`config.mk`:
```
export PLATFORM = sky130hd
export DESIGN_NAME = lru_key_value_cache_unit
export DESIGN_NICKNAME = d
export VERILOG_FILES = /design/src/sv/lkvc_pkg.sv /design/src/sv/lru_key_value_cache_unit.sv /design/src/sv/lkvc_ram.sv /design/src/sv/lkvc_ctrl.sv /design/src/sv/lkvc_dp.sv
export SDC_FILE = /design/constraint.sdc
export NUM_CORES = 1
export LEC_CHECK = 0
export ABC_AREA = 1
export BUFFER_PORTS_ARGS = -buffer_cell sky130_fd_sc_hd__buf_2
export CAP_MARGIN = 20
export CORE_MARGIN = 2
export CORE_UTILIZATION = 35
export CTS_CLUSTER_SIZE = 16
export DETAILED_ROUTE_END_ITERATION = 8
export PLACE_DENSITY = 0.5
export SKIP_LAST_GASP = 1
export SYNTH_ARGS = -nofsm -noshare
export SYNTH_HDL_FRONTEND = slang
export SYNTH_SLANG_ARGS = --single-unit
```
`constraint.sdc`:
```
create_clock -name aclk -period 9.2 [get_ports aclk]
set_input_delay 0.46 -clock aclk [delete_from_list [all_inputs] [get_ports aclk]]
set_output_delay 0.46 -clock aclk [all_outputs]
set_load 0.1 [all_outputs]
```
`src/sv/lkvc_pkg.sv`:
```
// Shared types and constants for the LRU key/value cache.
// No dependencies; imported by every other file of the block but lkvc_ram.
`default_nettype none
package lkvc_pkg;

    localparam int ENTRIES_DEF    = 16;
    localparam int KEY_BITS_DEF   = 16;
    localparam int VALUE_BITS_DEF = 16;

    localparam int KEY_W = 16;
    localparam int VAL_W = 16;
    localparam int CAP_W = 5;

    localparam logic [CAP_W-1:0] CAP_RESET = 5'd16;

    localparam logic MODE_GET = 1'b0;
    localparam logic MODE_PUT = 1'b1;

    typedef enum logic [3:0] {
        ST_IDLE   = 4'b0001,
        ST_LOOKUP = 4'b0010,
        ST_UPDATE = 4'b0100,
        ST_FINISH = 4'b1000
    } state_t;

    typedef struct packed {
        logic latch_req;
        logic lookup;
        logic update;
        logic load_out;
    } cmd_t;

    typedef struct packed {
        logic out_free;
    } status_t;

endpackage
`default_nettype wire

```
`src/sv/lru_key_value_cache_unit.sv`:
```
// Top level of the fully associative LRU key/value cache.
// Depends on lkvc_pkg, lkvc_ctrl, lkvc_dp (and lkvc_ram below it).
//
//  port group   dir   beat contents (low bits first)
//  s_*          in    tuser: mode; tdata: key[15:0], write_value[31:16]
//  m_*          out   tuser: hit;  tdata: read_value[15:0]
//  cfg_*        in    cfg_wdata: capacity, written when cfg_we is high
//
// Each request passes through the sequencer states in order: accept, parallel
// key/rank match, rank and value RAM update, output register load. A new beat is
// accepted only in the idle state, once the previous request has been handed off.
// Synchronous active-low reset empties the cache and sets capacity to 16.
// A waiting result stalls the next load, and no new beat is accepted meanwhile.
`default_nettype none
module lru_key_value_cache_unit
    import lkvc_pkg::*;
#(
    parameter int ENTRIES    = ENTRIES_DEF,
    parameter int KEY_BITS   = KEY_BITS_DEF,
    parameter int VALUE_BITS = VALUE_BITS_DEF
) (
    input  wire logic               aclk,
    input  wire logic               aresetn,
    input  wire logic               s_tvalid,
    output logic                    s_tready,
    input  wire logic [2*KEY_W-1:0] s_tdata,   // key, write_value
    input  wire logic               s_tuser,   // mode
    output logic                    m_tvalid,
    input  wire logic               m_tready,
    output logic      [VAL_W-1:0]   m_tdata,   // read_value
    output logic                    m_tuser,   // hit
    input  wire logic               cfg_we,
    input  wire logic [CAP_W-1:0]   cfg_wdata
);

    cmd_t    cmd;
    status_t status;

    lkvc_ctrl u_ctrl (
        .aclk     (aclk),
        .aresetn  (aresetn),
        .s_tvalid (s_tvalid),
        .s_tready (s_tready),
        .status   (status),
        .cmd      (cmd)
    );

    lkvc_dp #(
        .ENTRIES    (ENTRIES),
        .KEY_BITS   (KEY_BITS),
        .VALUE_BITS (VALUE_BITS)
    ) u_dp (
        .aclk      (aclk),
        .aresetn   (aresetn),
        .cmd       (cmd),
        .status    (status),
        .s_tdata   (s_tdata),
        .s_tuser   (s_tuser),
        .cfg_we    (cfg_we),
        .cfg_wdata (cfg_wdata),
        .m_tvalid  (m_tvalid),
        .m_tready  (m_tready),
        .m_tdata   (m_tdata),
        .m_tuser   (m_tuser)
    );

    a_one_at_a_time: assert property (@(posedge aclk) disable iff (!aresetn)
        s_tvalid && s_tready |=> !s_tready)
        else $error("beat accepted while a request is in flight");

    a_seq_order: assert property (@(posedge aclk) disable iff (!aresetn)
        s_tvalid && s_tready |-> ##1 cmd.lookup ##1 cmd.update)
        else $error("lookup/update sequence broken");

    a_no_overwrite: assert property (@(posedge aclk) disable iff (!aresetn)
        cmd.load_out |-> (!m_tvalid || m_tready))
        else $error("pending result overwritten");

endmodule
`default_nettype wire

```
`src/sv/lkvc_ram.sv`:
```
// Generic single-write, single-read RAM with registered read data.
// No dependencies.
`default_nettype none
module lkvc_ram #(
    parameter int WIDTH = 16,
    parameter int DEPTH = 16
) (
    input  wire logic                     aclk,
    input  wire logic                     we,
    input  wire logic [$clog2(DEPTH)-1:0] waddr,
    input  wire logic [WIDTH-1:0]         wdata,
    input  wire logic [$clog2(DEPTH)-1:0] raddr,
    output logic      [WIDTH-1:0]         rdata
);

    logic [WIDTH-1:0] mem_reg [DEPTH];
    logic [WIDTH-1:0] rdata_reg;

    always_ff @(posedge aclk) begin
        if (we) begin
            mem_reg[waddr] <= wdata;
        end
        rdata_reg <= mem_reg[raddr];
    end

    assign rdata = rdata_reg;

endmodule
`default_nettype wire

```
`src/sv/lkvc_ctrl.sv`:
```
// Request sequencer: accept, lookup, update, hand off to the output register.
// Depends on lkvc_pkg.
`default_nettype none
module lkvc_ctrl
    import lkvc_pkg::*;
(
    input  wire logic    aclk,
    input  wire logic    aresetn,
    input  wire logic    s_tvalid,
    output logic         s_tready,
    input  wire status_t status,
    output cmd_t         cmd
);

    state_t state_reg, state_next;

    always_ff @(posedge aclk) begin
        if (!aresetn) begin
            state_reg <= ST_IDLE;
        end else begin
            state_reg <= state_next;
        end
    end

    always_comb begin
        state_next = state_reg;
        cmd        = '0;
        s_tready   = 1'b0;
        case (state_reg)
            ST_IDLE: begin
                s_tready = 1'b1;
                if (s_tvalid) begin
                    cmd.latch_req = 1'b1;
                    state_next    = ST_LOOKUP;
                end
            end
            ST_LOOKUP: begin
                cmd.lookup = 1'b1;
                state_next = ST_UPDATE;
            end
            ST_UPDATE: begin
                cmd.update = 1'b1;
                state_next = ST_FINISH;
            end
            ST_FINISH: begin
                if (status.out_free) begin
                    cmd.load_out = 1'b1;
                    state_next   = ST_IDLE;
                end
            end
            default: begin
                state_next = ST_IDLE;
            end
        endcase
    end

endmodule
`default_nettype wire

```
`src/sv/lkvc_dp.sv`:
```
// Datapath: key match array, recency ranks, value RAM, output register.
// Depends on lkvc_pkg and lkvc_ram.
`default_nettype none
module lkvc_dp
    import lkvc_pkg::*;
#(
    parameter int ENTRIES    = ENTRIES_DEF,
    parameter int KEY_BITS   = KEY_BITS_DEF,
    parameter int VALUE_BITS = VALUE_BITS_DEF
) (
    input  wire logic                 aclk,
    input  wire logic                 aresetn,
    input  wire cmd_t                 cmd,
    output status_t                   status,
    input  wire logic [2*KEY_W-1:0]   s_tdata,
    input  wire logic                 s_tuser,
    input  wire logic                 cfg_we,
    input  wire logic [CAP_W-1:0]     cfg_wdata,
    output logic                      m_tvalid,
    input  wire logic                 m_tready,
    output logic      [VAL_W-1:0]     m_tdata,
    output logic                      m_tuser
);

    localparam int IDX_W  = $clog2(ENTRIES);
    localparam int OCC_W  = $clog2(ENTRIES + 1);
    localparam int CMP_W  = (OCC_W > CAP_W) ? OCC_W : CAP_W;

    logic [CAP_W-1:0]      capacity_reg;
    logic                  req_mode_reg;
    logic [KEY_BITS-1:0]   req_key_reg;
    logic [VALUE_BITS-1:0] req_val_reg;

    logic [KEY_BITS-1:0]   key_reg   [ENTRIES];
    logic [IDX_W-1:0]      rank_reg  [ENTRIES];
    logic [ENTRIES-1:0]    valid_reg;
    logic [OCC_W-1:0]      occ_reg;

    logic                  hit_reg;
    logic                  fill_reg;
    logic [IDX_W-1:0]      hit_idx_reg;
    logic [IDX_W-1:0]      hit_rank_reg;
    logic [IDX_W-1:0]      victim_idx_reg;

    logic                  out_valid_reg;
    logic                  out_hit_reg;
    logic [VAL_W-1:0]      out_data_reg;

    logic                  hit_next;
    logic [IDX_W-1:0]      hit_idx_next;
    logic [IDX_W-1:0]      hit_rank_next;
    logic [IDX_W-1:0]      victim_idx_next;
    logic [IDX_W-1:0]      lru_rank;
    logic [CMP_W-1:0]      eff_cap;
    logic [IDX_W-1:0]      target;
    logic [OCC_W-1:0]      old_rank;
    logic                  do_write;
    logic                  ram_we;
    logic [VALUE_BITS-1:0] ram_rdata;

    always_comb begin
        if (capacity_reg == '0) begin
            eff_cap = CMP_W'(1);
        end else if (CMP_W'(capacity_reg) > CMP_W'(ENTRIES)) begin
            eff_cap = CMP_W'(ENTRIES);
        end else begin
            eff_cap = CMP_W'(capacity_reg);
        end
    end

    // keys are unique among valid entries, so OR-encoding the match is exact
    assign lru_rank = IDX_W'(occ_reg - OCC_W'(1));

    always_comb begin
        hit_next        = 1'b0;
        hit_idx_next    = '0;
        hit_rank_next   = '0;
        victim_idx_next = '0;
        for (int i = 0; i < ENTRIES; i++) begin
            if (valid_reg[i] && key_reg[i] == req_key_reg) begin
                hit_next      = 1'b1;
                hit_idx_next  = hit_idx_next | IDX_W'(i);
                hit_rank_next = hit_rank_next | rank_reg[i];
            end
            if (valid_reg[i] && rank_reg[i] == lru_rank) begin
                victim_idx_next = victim_idx_next | IDX_W'(i);
            end
        end
    end

    // fill slots are always taken in order, so the free slot is the count
    always_comb begin
        if (hit_reg) begin
            target   = hit_idx_reg;
            old_rank = OCC_W'(hit_rank_reg);
        end else if (fill_reg) begin
            target   = IDX_W'(occ_reg);
            old_rank = occ_reg;
        end else begin
            target   = victim_idx_reg;
            old_rank = occ_reg - OCC_W'(1);
        end
    end

    assign do_write = cmd.update && (hit_reg || req_mode_reg == MODE_PUT);
    assign ram_we   = cmd.update && req_mode_reg == MODE_PUT;

    always_ff @(posedge aclk) begin
        if (!aresetn) begin
            capacity_reg <= CAP_RESET;
        end else if (cfg_we) begin
            capacity_reg <= cfg_wdata;
        end
    end

    always_ff @(posedge aclk) begin
        if (cmd.latch_req) begin
            req_mode_reg <= s_tuser;
            req_key_reg  <= KEY_BITS'(s_tdata[KEY_W-1:0]);
            req_val_reg  <= VALUE_BITS'(s_tdata[2*KEY_W-1:KEY_W]);
        end
        if (cmd.lookup) begin
            hit_reg        <= hit_next;
            hit_idx_reg    <= hit_idx_next;
            hit_rank_reg   <= hit_rank_next;
            victim_idx_reg <= victim_idx_next;
            fill_reg       <= CMP_W'(occ_reg) < eff_cap;
        end
    end

    always_ff @(posedge aclk) begin
        for (int i = 0; i < ENTRIES; i++) begin
            if (do_write) begin
                if (IDX_W'(i) == target) begin
                    rank_reg[i] <= '0;
                    key_reg[i]  <= req_key_reg;
                end else if (valid_reg[i] && OCC_W'(rank_reg[i]) < old_rank) begin
                    rank_reg[i] <= rank_reg[i] + IDX_W'(1);
                end
            end
        end
    end

    always_ff @(posedge aclk) begin
        if (!aresetn) begin
            valid_reg <= '0;
            occ_reg   <= '0;
        end else if (do_write && !hit_reg && fill_reg) begin
            valid_reg[target] <= 1'b1;
            occ_reg           <= occ_reg + OCC_W'(1);
        end
    end

    lkvc_ram #(
        .WIDTH (VALUE_BITS),
        .DEPTH (ENTRIES)
    ) u_value_ram (
        .aclk  (aclk),
        .we    (ram_we),
        .waddr (target),
        .wdata (req_val_reg),
        .raddr (hit_idx_reg),
        .rdata (ram_rdata)
    );

    always_ff @(posedge aclk) begin
        if (!aresetn) begin
            out_valid_reg <= 1'b0;
        end else if (cmd.load_out) begin
            out_valid_reg <= 1'b1;
        end else if (m_tready) begin
            out_valid_reg <= 1'b0;
        end
    end

    always_ff @(posedge aclk) begin
        if (cmd.load_out) begin
            out_hit_reg  <= hit_reg;
            out_data_reg <= (hit_reg && req_mode_reg == MODE_GET) ? VAL_W'(ram_rdata) : '0;
        end
    end

    assign status.out_free = !out_valid_reg || m_tready;
    assign m_tvalid        = out_valid_reg;
    assign m_tdata         = out_data_reg;
    assign m_tuser         = out_hit_reg;

endmodule
`default_nettype wire
```
# ---- After elaboration in Yosys (flattened, before gate mapping)
# Memory sizes are Yosys's and may differ from the RTL's. A register that Yosys moved wholly into a read port is not among the register bits.
# Cells that the tools add are included.
dict set report totals {
  elab_cells 468
  ram_bits 576
  rom_bits 0
  reg_bits 95
  mem_count 3
  output_inout_bits 19
  latch_bits 0
}
dict set report classes {
  bitwise_logic 33
  mux 238
  magnitude_cmp 20
  n_reduce_logical 83
  shift 0
  multipliers 0
  div 0
  n_addsub 18
  eq_ne 52
}
# name words word_bits rd rd_ports_with_merged_regs write_ports line
set mem_list {}
lappend mem_list {u_dp.key_reg 16 16 16 0 1 lkvc_dp.sv:34} ;# logic [KEY_BITS-1:0] key_reg [ENTRIES];
lappend mem_list {u_dp.u_value_ram.mem_reg 16 16 1 1 1 lkvc_ram.sv:16} ;# logic [WIDTH-1:0] mem_reg [DEPTH];
lappend mem_list {u_dp.rank_reg 16 4 16 0 16 lkvc_dp.sv:35} ;# logic [IDX_W-1:0] rank_reg [ENTRIES];
# cell n
set ops {}
lappend ops {{$eq A16 B16 Y1} 16}
lappend ops {{$mux W4} 63}
lappend ops {{$mux W16} 15}
lappend ops {{$reduce_or A16 Y1} 15}
lappend ops {{$mux W1} 142}
lappend ops {{$lt A4 B5 Y1} 16}
lappend ops {{$add A4 B1 Y4 const B} 16}
lappend ops {{$eq A4 B4 Y1} 15}
lappend ops {{$or A4 B4 Y4} 15}
lappend ops {{$logic_and A1 B1 Y1} 53}
lappend ops {{$eq A4 B4 Y1 const A} 8}
lappend ops {{$mux W3} 8}
lappend ops {{$mux W5} 4}
lappend ops {{$eq A3 B4 Y1 const A} 4}
lappend ops {{$or A1 B1 Y1} 16}
lappend ops {{$or A16 B16 Y16} 1}
lappend ops {{$pmux W4 S4} 1}
lappend ops {{$reduce_or A8 Y1} 2}
lappend ops {{$reduce_or A15 Y1} 1}
lappend ops {{$eq A2 B4 Y1 const A} 2}
lappend ops {{$mux W2} 4}
lappend ops {{$reduce_or A4 Y1} 2}
lappend ops {{$add A5 B1 Y5 const B} 1}
lappend ops {{$gt A5 B5 Y1 const B} 1}
lappend ops {{19 further kinds} 23}

# ---- Longest topological paths before layout
# Gate-level depths: netlist of run 1.
# An unclocked memory read counts as a cell.
dict set report depth {
  ltp_word 34
  ltp_mapped 16
  depth_no_buf 12
}

# ---- Modules after synthesis
# From an unflattened synthesis of run 1, not the netlist that was laid out.
dict set report hier_totals {
  hier_cells 3428
  area_unflattened_um2 33278.2
}
# module n_inst area_per_inst_um2 cells_each
set by_module_without_submodules {}
lappend by_module_without_submodules {lkvc_dp 1 21663.3 2312}
lappend by_module_without_submodules {lkvc_ram 1 11379.7 1076}
lappend by_module_without_submodules {lkvc_ctrl 1 235.2 40}

# ---- Worst setup path after synthesis of run 1
# Ideal clock, no wire load.
dict set report synth_timing {
  path_kind {register to register}
  from {register u_ctrl.state_reg[2]}
  to {register u_dp.req_key_reg[0] (enable)}
  path_slack_ns 4.413
  required_time_ns 8.777
  t_arrival_ns 4.364
  path_buffers 0
  stages_incl_launch_ff 6
  setup_time_ns 0.423
  synth_period_minus_slack_ns 4.787
  cell_sequence {dfxtp_1 nor2_1 inv_1 nor3_1 inv_1 nor2_1}
}
# element line
set synth_rtl {}
lappend synth_rtl {{from (decl)} lkvc_ctrl.sv:15} ;# state_t state_reg, state_next;
lappend synth_rtl {{from (signal assigned)} lkvc_ctrl.sv:21} ;# state_reg <= state_next;
lappend synth_rtl {{to (signal assigned)} lkvc_dp.sv:119} ;# req_key_reg <= KEY_BITS'(s_tdata[KEY_W-1:0]);
lappend synth_rtl {{to (decl)} lkvc_dp.sv:31} ;# logic [KEY_BITS-1:0] req_key_reg;

==> metrics.md, run 1 <==
| Metric | Value |
|---|---|
| Status | `completed` |
| Clock buffer count from CTS | `79` |
| Hold Startpoint | `s_tdata[28]` |
| Simple-Gate Fraction of Synth Area | `17.54%` |
| Fin Setup TNS | `0 ns` |
| Crit-path max FO | `53` |
| GRT overflow | `0` |
| RSZ-0062 raised after global routing | `false` |
| Area of the core | `91660 um^2` |
| Synth cell types | `49` |
| Io pins | `62` |
| FF/Latch Area | `20160 um^2` |
| Clock Sinks | `687` |
| Hold Path Class | `primary input to register` |
| VDD IR max | `142.1 uV` |
| Detailed router's first-iteration violation count | `2066` |
| Vias in the first global route | `21.55k` |
| Reg clk slew, reported paths | `0.06 ns` |
| Setup Viol. Count Final | `0` |
| Final HPWL DP | `57560 um` |
| Pins Over Slew Limit | `0` |
| Async SR Flop Fraction | `0%` |
| Multi-input logic area | `10380 um^2` |
| Final net count | `3207` |
| Post-synthesis compound-gate area fraction | `6.800%` |
| #FFs+latches synth | `687` |
| Hold Path End | `u_dp.req_val_reg[12]` |
| Reg-to-Reg End | `u_dp.rank_reg[7][1]` |
| Worst setup EP type | `register` |
| Fill cells | `8731` |
| Iteration count of the initial detailed-routing pass | `6` |
| Clk root buf | `clkbuf_16` |
| Syn_nets | `3104` |
| Worst rel slew slack | `28.20%` |
| Layout cells sized above 1 | `12.10%` |
| Min Tclk post-route | `3.835 ns` |
| Postcts setup bufs | `0` |
| Post-synthesis sequential area ratio | `62.36%` |
| Warnings from Yosys | `0` |
| Final Worst Setup Slack | `5.365 ns` |
| Number of antenna violations at the first check in global routing | `3` |
| H-tree Lvls | `3` |
| Antenna diodes | `0` |
| Pin count of the biggest net entering global routing | `107` |
| Mux cell area share after synthesis | `1.362%` |
| TritonCTS clock tree | `built` |
| GRT Total Usage | `19.36%` |
| Die ar. | `94820 um^2` |
| Pwr/cell area | `186.2 nW/um^2` |
| Worst Clk Skew | `0.03764 ns` |
| Drt total wl | `92090 um` |
| FF-to-FF path depth | `9` |
| Reg2Reg Setup Slack | `5.36 ns` |
| Worst-Margin Slew | `1.077 ns` |
| Worst hold slack | `0.05406 ns` |
| Max-cap violations | `0` |
| Synth Area in XOR/XNOR | `3.359%` |
| Layout area overhead | `13.26%` |
| PortBufs | `61` |
| CP Launch Type | `register` |
| Post-Syn Area | `32330 um^2` |
| Synth Instances | `2991` |
| Die X | `307.9 um` |
| Mean Syn Cell Area | `10.81 um^2` |
| Crit path DAT | `4.17 ns` |
| Starting density of the core | `35.27%` |
| Synthesized-area fraction occupied by adder cells | `2.709%` |
| Post-route DRC | `0` |
| Fin. Hold Viols | `0` |
| Static Leakage | `13.58 nW` |
| First-pass GRT wire length | `136600 um` |
| Max Fclk | `260.7 MHz` |
| Vias | `22.13k` |
| Post-synth EDFFs | `640` |
| Largest family of logic cells by synthesized area | `simple AND/OR/NAND/NOR gates` |
| Reg2reg start | `u_dp.hit_idx_reg[2]` |
| Post-route insts no fill | `4342` |
| Cell depth of the worst hold path | `1` |
| Wire per inst | `21.21 um` |
| Std-Cell Rows | `111` |
| Vias per inst | `5.098` |
| Height of the die | `307.9 um` |
| Max clock buf depth | `3` |
| Placed cell count | `4170` |
| Global placer's final weighted congestion | `0.9094` |
| Worst skew pair latency | `0.63 ns` |
| Setup CP Type | `register to register` |
| Ys flop type | `edfxtp_1` |
| Period Utilization, post-route | `41.69%` |
| Antenna viol nets, final | `0` |
| Place WS | `5.361 ns` |
| CP Data Required Time | `9.53 ns` |
## routing by layer
metal	vias to the layer above	global-route usage, %	part of all wire (%)
met5	-	0	0
li1	10520	-	-
met3	162	2.859	5.7
met4	0	6.444	2.9
met2	724	31.14	46
met1	10730	26.83	46
## cell families after synthesis
| kind of cell | Yosys count |
|---|---|
| and+or+nand+nor | 1288 |
| xor gates and xnor gates | 124 |
| AOI/OAI and AO/OA | 353 |
| muxes | 44 |
| adders and majority gates | 70 |
| buffers and inverters | 425 |
| DFF | 687 |
## placed cells by master, fill, tap and decap left out, drive strengths merged, types with 47 or more instances in the layout
| cell | count |
|---|---|
| inv | 316 |
| nand3 | 61 |
| clkbuf | 109 |
| edfxtp | 640 |
| buf | 106 |
| o21ai | 179 |
| o211ai | 47 |
| nand4 | 109 |
| ha | 70 |
| nand2 | 643 |
| nor2 | 419 |
| dfxtp | 47 |
| o221ai | 47 |
| xor2 | 79 |
## worst max-delay path by stage
| stage | end | cells after the start | from | slack, ns |
|---|---|---|---|---|
| after CTS | u_dp.rank_reg[6][2] | 9 | u_dp.hit_idx_reg[2] | 5.35 |
| after floorplan | u_dp.req_key_reg[0] | 5 | u_ctrl.state_reg[2] | 4.41 |
| after global placement | u_dp.rank_reg[6][0] | 9 | u_dp.hit_idx_reg[2] | 5.37 |
| final | u_dp.rank_reg[7][1] | 9 | u_dp.hit_idx_reg[2] | 5.36 |
| after global routing | u_dp.rank_reg[7][1] | 9 | u_dp.hit_idx_reg[2] | 5.15 |
| after detailed placement | u_dp.rank_reg[6][1] | 9 | u_dp.hit_idx_reg[2] | 5.36 |
## final cells by class
cell class	count	area share [%]
timing repair buffer	133	2.559
multi-input combinational	1879	28.35
sequential	687	55.05
clock buffer	109	5.932
tap	1186	4.052
clock inverter	34	0.8064
inverter	314	3.246
## worst max-delay path, cell delays in order, from the launching register on
cell,delay (ns)
edfxtp_1,0.32
buf_4,0.52
inv_1,0.63
o21ai_2,0.39
nand2_2,0.20
nor2_2,0.19
inv_1,0.14
nor2_2,0.77
inv_1,0.11
nand2_1,0.20
## report_power, final
part	internal (mW)	switching, mW	total [mW]
clock	1.76	1.25	3.01
sequential	3.45	0.0330	3.48
combinational	0.0860	0.239	0.325
total	5.30	1.52	6.82
## cells in the mapped netlist (all sizes together) (2+ instances only)
cell / count / area (um^2)
a211oi: 2 / 15.01
a21oi: 42 / 221.5
a221oi: 4 / 35.03
a22oi: 3 / 22.52
buf: 76 / 580.6
clkbuf: 35 / 131.4
dfxtp: 47 / 940.9
edfxtp: 640 / 19220
ha: 70 / 875.8
inv: 314 / 1189
mux2i: 44 / 440.4
nand2: 643 / 2469
nand3: 61 / 315.3
nand4: 109 / 782.0
nor2: 419 / 1693
nor3: 39 / 300.3
nor3b: 2 / 15.01
o2111ai: 4 / 35.03
o211ai: 47 / 357.8
o21ai: 179 / 903.4
o221ai: 47 / 411.6
o22ai: 8 / 50.05
o32ai: 15 / 131.4
or2: 13 / 81.33
xnor2: 45 / 394.1
xor2: 79 / 691.9
## metrics by stage
step / total power, mW / util, % / cell area, um^2
floorplan: 3.739 / - / 32330
global placement: 3.860 / 36.92 / 33840
detailed placement: 3.867 / 36.92 / 33840
CTS: 6.891 / 39.91 / 36580
global route: 7.035 / 39.95 / 36620
finish: 6.818 / 39.95 / 36620
## repair_timing
action                    in CTS  in global routing
hold endpoints to repair      27                  0
gates resized for setup        0                  0
hold buffers                  27                  0
No activity file was read; power rests on OpenSTA's default activity.
==> inputs of run 2 (changes only) <==
--- a/config.mk
+++ b/config.mk
@@ -12,7 +12,7 @@
 export CORE_UTILIZATION = 35
 export CTS_CLUSTER_SIZE = 16
 export DETAILED_ROUTE_END_ITERATION = 8
-export PLACE_DENSITY = 0.5
+export PLACE_DENSITY = 0.51
 export SKIP_LAST_GASP = 1
 export SYNTH_ARGS = -nofsm -noshare
 export SYNTH_HDL_FRONTEND = slang
==> constraint.sdc (replaced) <==
create_clock -name aclk -period 3.3 [get_ports aclk]
set_input_delay 0.165 -clock aclk [delete_from_list [all_inputs] [get_ports aclk]]
set_output_delay 0.165 -clock aclk [all_outputs]
set_load 0.1 [all_outputs]
==> run 2 against run 1 <==
Count of clock-buffer cells in the layout decreased by 9. Critical path depth is the same. Clock skew shrank 0.0046 ns. Worst setup slack got worse by 5.0 ns. Non-clock buffer count increased by 65. Combinational power increased to 2.9 times the previous value. Critical path type unchanged. Critical endpoint is now u_dp.rank_reg[6][0]. Largest power group unchanged. Highest routed layer unchanged.
==> metrics.md, run 2 (synthesis gave the netlist of run 1 again) <==
| Metric | Value |
|---|---|
| Status | `completed` |
| Static Leakage | `14.02 nW` |
| Layout cells sized above 1 | `13.67%` |
| Pin count of the biggest net entering global routing | `128` |
| Iteration count of the initial detailed-routing pass | `6` |
| Met2 Use GR | `30.87%` |
| Pins Over Slew Limit | `0` |
| Worst hold slack | `0.2278 ns` |
| Crit-path max FO | `12` |
| Period Utilization, post-route | `89.95%` |
| CP Launch Type | `register` |
| Global route hottest layer | `met2` |
| First-pass GRT wire length | `137700 um` |
| Clock Sinks | `687` |
| Setup Viol. Count Final | `0` |
| Worst rel slew slack | `29.91%` |
| Final Worst Setup Slack | `0.3317 ns` |
| Vias per inst | `4.988` |
| Final net count | `3274` |
| Die ar. | `94820 um^2` |
| Reg2reg start | `u_dp.hit_reg` |
| PortBufs | `61` |
| Antenna diodes | `0` |
| GRT overflow | `0` |
| Crit path DAT | `3.31 ns` |
| Setup CP Type | `register to register` |
| Detailed router's first-iteration violation count | `1840` |
| Max-cap violations | `0` |
| Met1 Resource Use GR | `27.63%` |
| Fill cells | `8798` |
| Hold Path End | `u_dp.req_key_reg[14]` |
| Place WS | `0.3323 ns` |
| Drt total wl | `93100 um` |
| Io pins | `62` |
| Worst setup EP type | `register` |
| Antenna viol nets, final | `0` |
| Max Fclk | `336.9 MHz` |
| Reg clk slew, reported paths | `0.06 ns` |
| Max clock buf depth | `3` |
| Hold Path Class | `primary input to register` |
| Pwr/cell area | `525.8 nW/um^2` |
| Min Tclk post-route | `2.968 ns` |
| Hold Startpoint | `s_tdata[14]` |
| Fin. Hold Viols | `0` |
| Std-Cell Rows | `111` |
| Post-CTS Resized | `0` |
| Clock buffer count from CTS | `81` |
| Final HPWL DP | `59530 um` |
| Starting density of the core | `35.27%` |
| Commonest non-fill, non-tap cell in the layout | `edfxtp_1` |
| Clk root buf | `clkbuf_16` |
| Layout area overhead | `15.64%` |
| Die X | `307.9 um` |
| Vias in the first global route | `21.28k` |
| TritonCTS clock tree | `built` |
| Post-route DRC | `0` |
| Vias | `22.01k` |
| Wire per inst | `21.10 um` |
| Global placer's final weighted congestion | `0.8616` |
| Commonest cells after routing, fill and taps aside | `640 x edfxtp_1, 629 x nand2_1, 356 x nor2_1` |
| GRT met3 Usage | `3.099%` |
| VDD IR max | `431.2 uV` |
| Height of the die | `307.9 um` |
| Reg2Reg Setup Slack | `0.33 ns` |
| FF-to-FF path depth | `9` |
| Worst skew pair latency | `0.64 ns` |
| Post-DP Area | `34160 um^2` |
| H-tree Lvls | `3` |
| Fin Setup TNS | `0 ns` |
| Worst Clk Skew | `0.03305 ns` |
| Worst-Margin Slew | `1.051 ns` |
| Number of antenna violations at the first check in global routing | `2` |
| Final instance area | `37380 um^2` |
| Cell depth of the worst hold path | `2` |
| Reg-to-Reg End | `u_dp.rank_reg[6][0]` |
| CP Data Required Time | `3.64 ns` |
| GRT Total Usage | `19.74%` |
| Area of the core | `91660 um^2` |
| RSZ-0062 raised after global routing | `false` |
-- run 2: cell count changes in the layout (fill, tap and decap cells not counted), moves of 4 or more --
cell / delta
clkbuf_8: +4
dlygate4sd3_1: +25
clkinvlp_4: +5
buf_4: +37
buf_12: +5
nor2_4: -10
nor2_2: +10
clkinv_1: +4
clkbuf_1: -16
-- run 2: timing repair --
item / in CTS / in global routing
buffers inserted: 0 / 0
hold buffers: 52 / 0
hold endpoints to repair: 45 / 0
-- run 2: cell type report --
type                    count  area [um^2]  share of cell area, %
clock buffers             100         2242                  5.998
clock inverters            49        446.7                  1.195
inverters                 314         1189                  3.179
multi-input cells        1879        10340                  27.65
flip-flops and latches    687        20160                  53.92
well taps                1186         1484                  3.969
repair buffers            198         1526                  4.083
-- run 2: metal layers --
metal | up-vias | routed length, um | part of all wire (%)
li1 | 10650 | - | -
met1 | 10600 | 43280 | 46
met2 | 602 | 41600 | 45
met3 | 159 | 5025 | 5.4
met4 | 0 | 3201 | 3.4
met5 | - | 0 | 0
-- run 2: critical path, stage by stage, from the launching register on --
cell	delay, ns
edfxtp_1	0.65
inv_6	0.12
o21ai_2	0.81
buf_4	0.30
ha_1	0.24
nand2_1	0.07
inv_1	0.03
nand4_1	0.09
nand4_2	0.15
nand2_1	0.20
-- run 2: metrics by stage --
| step | util (%) | total power, mW | cells |
|---|---|---|---|
| after detailed placement | 37.26 | 10.82 | 4211 |
| after floorplan | - | 10.42 | 2991 |
| after CTS | 40.76 | 19.88 | 4412 |
| after global placement | 37.26 | 10.82 | 4211 |
| final | 40.78 | 19.66 | 4413 |
| after global routing | 40.78 | 20.29 | 4413 |
-- run 2: report_power, final --
part | switching, mW | leakage (nW) | internal (mW) | total, mW
Combinational | 0.670 | 6.66 | 0.287 | 0.956
Clock | 3.66 | 1.30 | 5.32 | 8.98
Sequential | 0.112 | 6.05 | 9.61 | 9.73
-- run 2: how the worst max path moves through the flow --
stage                        startpoint              endpoint  slack, ns  cells past startpoint
floorplan           u_ctrl.state_reg[2]   u_dp.req_key_reg[0]       0.03                      5
global route               u_dp.hit_reg   u_dp.rank_reg[6][0]       0.15                      9
finish                     u_dp.hit_reg   u_dp.rank_reg[6][0]       0.33                      9
global placement           u_dp.hit_reg  u_dp.rank_reg[10][1]       0.48                      9
CTS                        u_dp.hit_reg   u_dp.rank_reg[3][2]       0.31                      9
detailed placement         u_dp.hit_reg   u_dp.rank_reg[6][1]       0.33                      9
==> inputs of run 3 (changes only) <==
--- a/config.mk
+++ b/config.mk
@@ -10,6 +10,7 @@
 export CAP_MARGIN = 20
 export CORE_MARGIN = 2
 export CORE_UTILIZATION = 35
+export CTS_BUF_LIST = sky130_fd_sc_hd__clkbuf_8
 export CTS_CLUSTER_SIZE = 16
 export DETAILED_ROUTE_END_ITERATION = 8
 export PLACE_DENSITY = 0.51
==> run 3 against run 2 <==
Sequential power about the same. Worst setup slack got worse by 0.016 ns. Fmax decreased by 0.54%. Non-clock buffer count decreased by 1. Sequential cell count unchanged. Utilization decreased by 0.53 points. Clock skew increased by 0.0079 ns. Critical endpoint unchanged. Largest cell class unchanged. Highest routed layer unchanged.
==> metrics.md, run 3 (synthesis gave the netlist of run 1 again) <==
| Metric | Value |
|---|---|
| Status | `completed` |
| Worst setup EP type | `register` |
| Combinational share of power | `5.3%` |
| Most Frequent Cell on Critical Path | `nand2_1` |
| Fill cells | `8925` |
| Net Sw Frac | `24.43%` |
| Final instance area | `36900 um^2` |
| CP Data Required Time | `3.78 ns` |
| Drt total wl | `93860 um` |
| Global placer's final weighted congestion | `0.8616` |
| CP delay by family, top | `compound AO/OA/AOI/OAI gates` |
| CP Launch Type | `register` |
| Min Tclk post-route | `2.985 ns` |
| Clock buffer count from CTS | `116` |
| Pin count of the biggest net entering global routing | `128` |
| Io pins | `62` |
| Switching pwr | `4.404 mW` |
| Critical Path, Cell by Cell | `inv_6, o21ai_2, buf_4, ha_1, nand2_1, inv_1, nand4_1, nand4_2, nand2_1` |
| Buffer and inverter count on the worst path | `3` |
| Commonest cells after routing, fill and taps aside | `640 x edfxtp_1, 629 x nand2_1, 356 x nor2_1` |
| Pins Over Slew Limit | `0` |
| Layout area overhead | `14.13%` |
| Fin Setup TNS | `0 ns` |
| Reg2reg start | `u_dp.hit_reg` |
| Post-DP Area | `34160 um^2` |
| Clock power share | `40.7%` |
| Max clock buf depth | `3` |
| Std-Cell Rows | `111` |
| Detailed router's first-iteration violation count | `1834` |
| Antenna viol nets, final | `0` |
| Setup Viol. Count Final | `0` |
| Static Leakage | `14.02 nW` |
| Vias in the first global route | `21.55k` |
| Die X | `307.9 um` |
| Crit path DAT | `3.46 ns` |
| Pwr/cell area | `488.5 nW/um^2` |
| Sequential power share | `54.0%` |
| VDD IR max | `395.6 uV` |
| Crit-path max FO | `12` |
| Worst skew pair latency | `0.78 ns` |
| Crit-path slowest cell | `o21ai_2` |
| Number of antenna violations at the first check in global routing | `3` |
| TritonCTS clock tree | `built` |
| Clk root buf | `clkbuf_8` |
| Reg2Reg Setup Slack | `0.32 ns` |
| Iteration count of the initial detailed-routing pass | `7` |
| Post-route DRC | `0` |
| FF-to-FF path depth | `9` |
| Critical path destination | `u_dp.rank_reg[6][0]` |
| Reg-to-Reg End | `u_dp.rank_reg[6][0]` |
| Hold Path Class | `primary input to register` |
| Postcts setup bufs | `0` |
| Final net count | `3308` |
| Setup CP Type | `register to register` |
| Area of the core | `91660 um^2` |
| Reg clk slew, reported paths | `0.06 ns` |
| GRT Total Usage | `19.88%` |
| CP Depth | `9` |
| Max-cap violations | `0` |
| First-pass GRT wire length | `138600 um` |
| Post-layout util | `40.25%` |
| Crit path from | `u_dp.hit_reg` |
| GRT overflow | `0` |
| Total power | `18.02 mW` |
| Period Utilization, post-route | `90.44%` |
| Worst Clk Skew | `0.04095 ns` |
| Crit-path max cell delay | `0.83 ns` |
| Final HPWL DP | `59530 um` |
| Starting density of the core | `35.27%` |
| H-tree Lvls | `3` |
| RSZ-0062 raised after global routing | `false` |
| Wire per inst | `20.94 um` |
| PortBufs | `61` |
| Post-CTS Resized | `0` |
| Fin. Hold Viols | `0` |
| Die ar. | `94820 um^2` |
| Height of the die | `307.9 um` |
| Clock Sinks | `687` |
| Layout cells sized above 1 | `13.84%` |
| Worst rel slew slack | `23.24%` |
| Internal power | `13.62 mW` |
| Vias per inst | `4.973` |
| Worst-Margin Slew | `1.151 ns` |
| Commonest non-fill, non-tap cell in the layout | `edfxtp_1` |
| Vias | `22.29k` |
| Max Fclk | `335.1 MHz` |
| CTS Hold Bufs | `52` |
-- run 3: changes by cell type in the layout (fill, tap and decap cells not counted), sizes merged --
| cell | change |
|---|---|
| bufinv | -2 |
| clkinvlp | -7 |
| inv | +53 |
| diode | +3 |
| clkbuf | +20 |
| buf | -1 |
| clkinv | +4 |
-- run 3: worst min path at each step --
| stage | start | to | slack (ns) | cells past startpoint |
|---|---|---|---|---|
| detailed placement | s_tdata[1] | u_dp.req_key_reg[1] | 0.34 | 1 |
| global placement | s_tdata[5] | u_dp.req_key_reg[5] | 0.34 | 1 |
| finish | s_tdata[11] | u_dp.req_key_reg[11] | 0.10 | 2 |
| global route | s_tdata[12] | u_dp.req_key_reg[12] | 0.04 | 2 |
| CTS | s_tdata[27] | u_dp.req_val_reg[11] | 0.01 | 2 |
| floorplan | aresetn | u_ctrl.state_reg[0] | 0.23 | 1 |
-- run 3: layer usage --
metal  up-vias  GRT usage (%)  part of all wire (%)
met2       664          30.93                    45
met4         0          7.635                   3.5
met5         -              0                     0
met1     10710          27.66                    46
met3       185          3.477                   5.6
li1      10730              -                     -
-- run 3: through the flow --
step                hold slack (ns)  setup WS [ns]  cells
global placement             0.3417         0.4830   4211
finish                       0.1016         0.3155   4483
floorplan                    0.2340        0.02874   2991
detailed placement           0.3431         0.3323   4211
CTS                         0.01376         0.3086   4480
global route                0.04378         0.1472   4483
-- run 3: final cells by class --
class	instances	area [um^2]	area share (%)
well taps	1186	1484	4.022
inverters	314	1189	3.222
clock buffers	120	1652	4.476
flip-flops and latches	687	20160	54.64
clock inverters	97	561.8	1.523
multi-input cells	1879	10340	28.02
repair buffers	197	1506	4.083
diodes	3	7.507	0.02035
-- run 3: power by group through the flow --
stage | registers (mW) | logic [mW] | clock network (mW)
5_1_grt | 9.73 | 1.06 | 7.92
2_1_floorplan | 9.88 | 0.540 | 0
6_report | 9.73 | 0.957 | 7.34
4_1_cts | 9.72 | 0.972 | 7.56
3_3_place_gp | 9.90 | 0.914 | 0
3_5_place_dp | 9.91 | 0.918 | 0
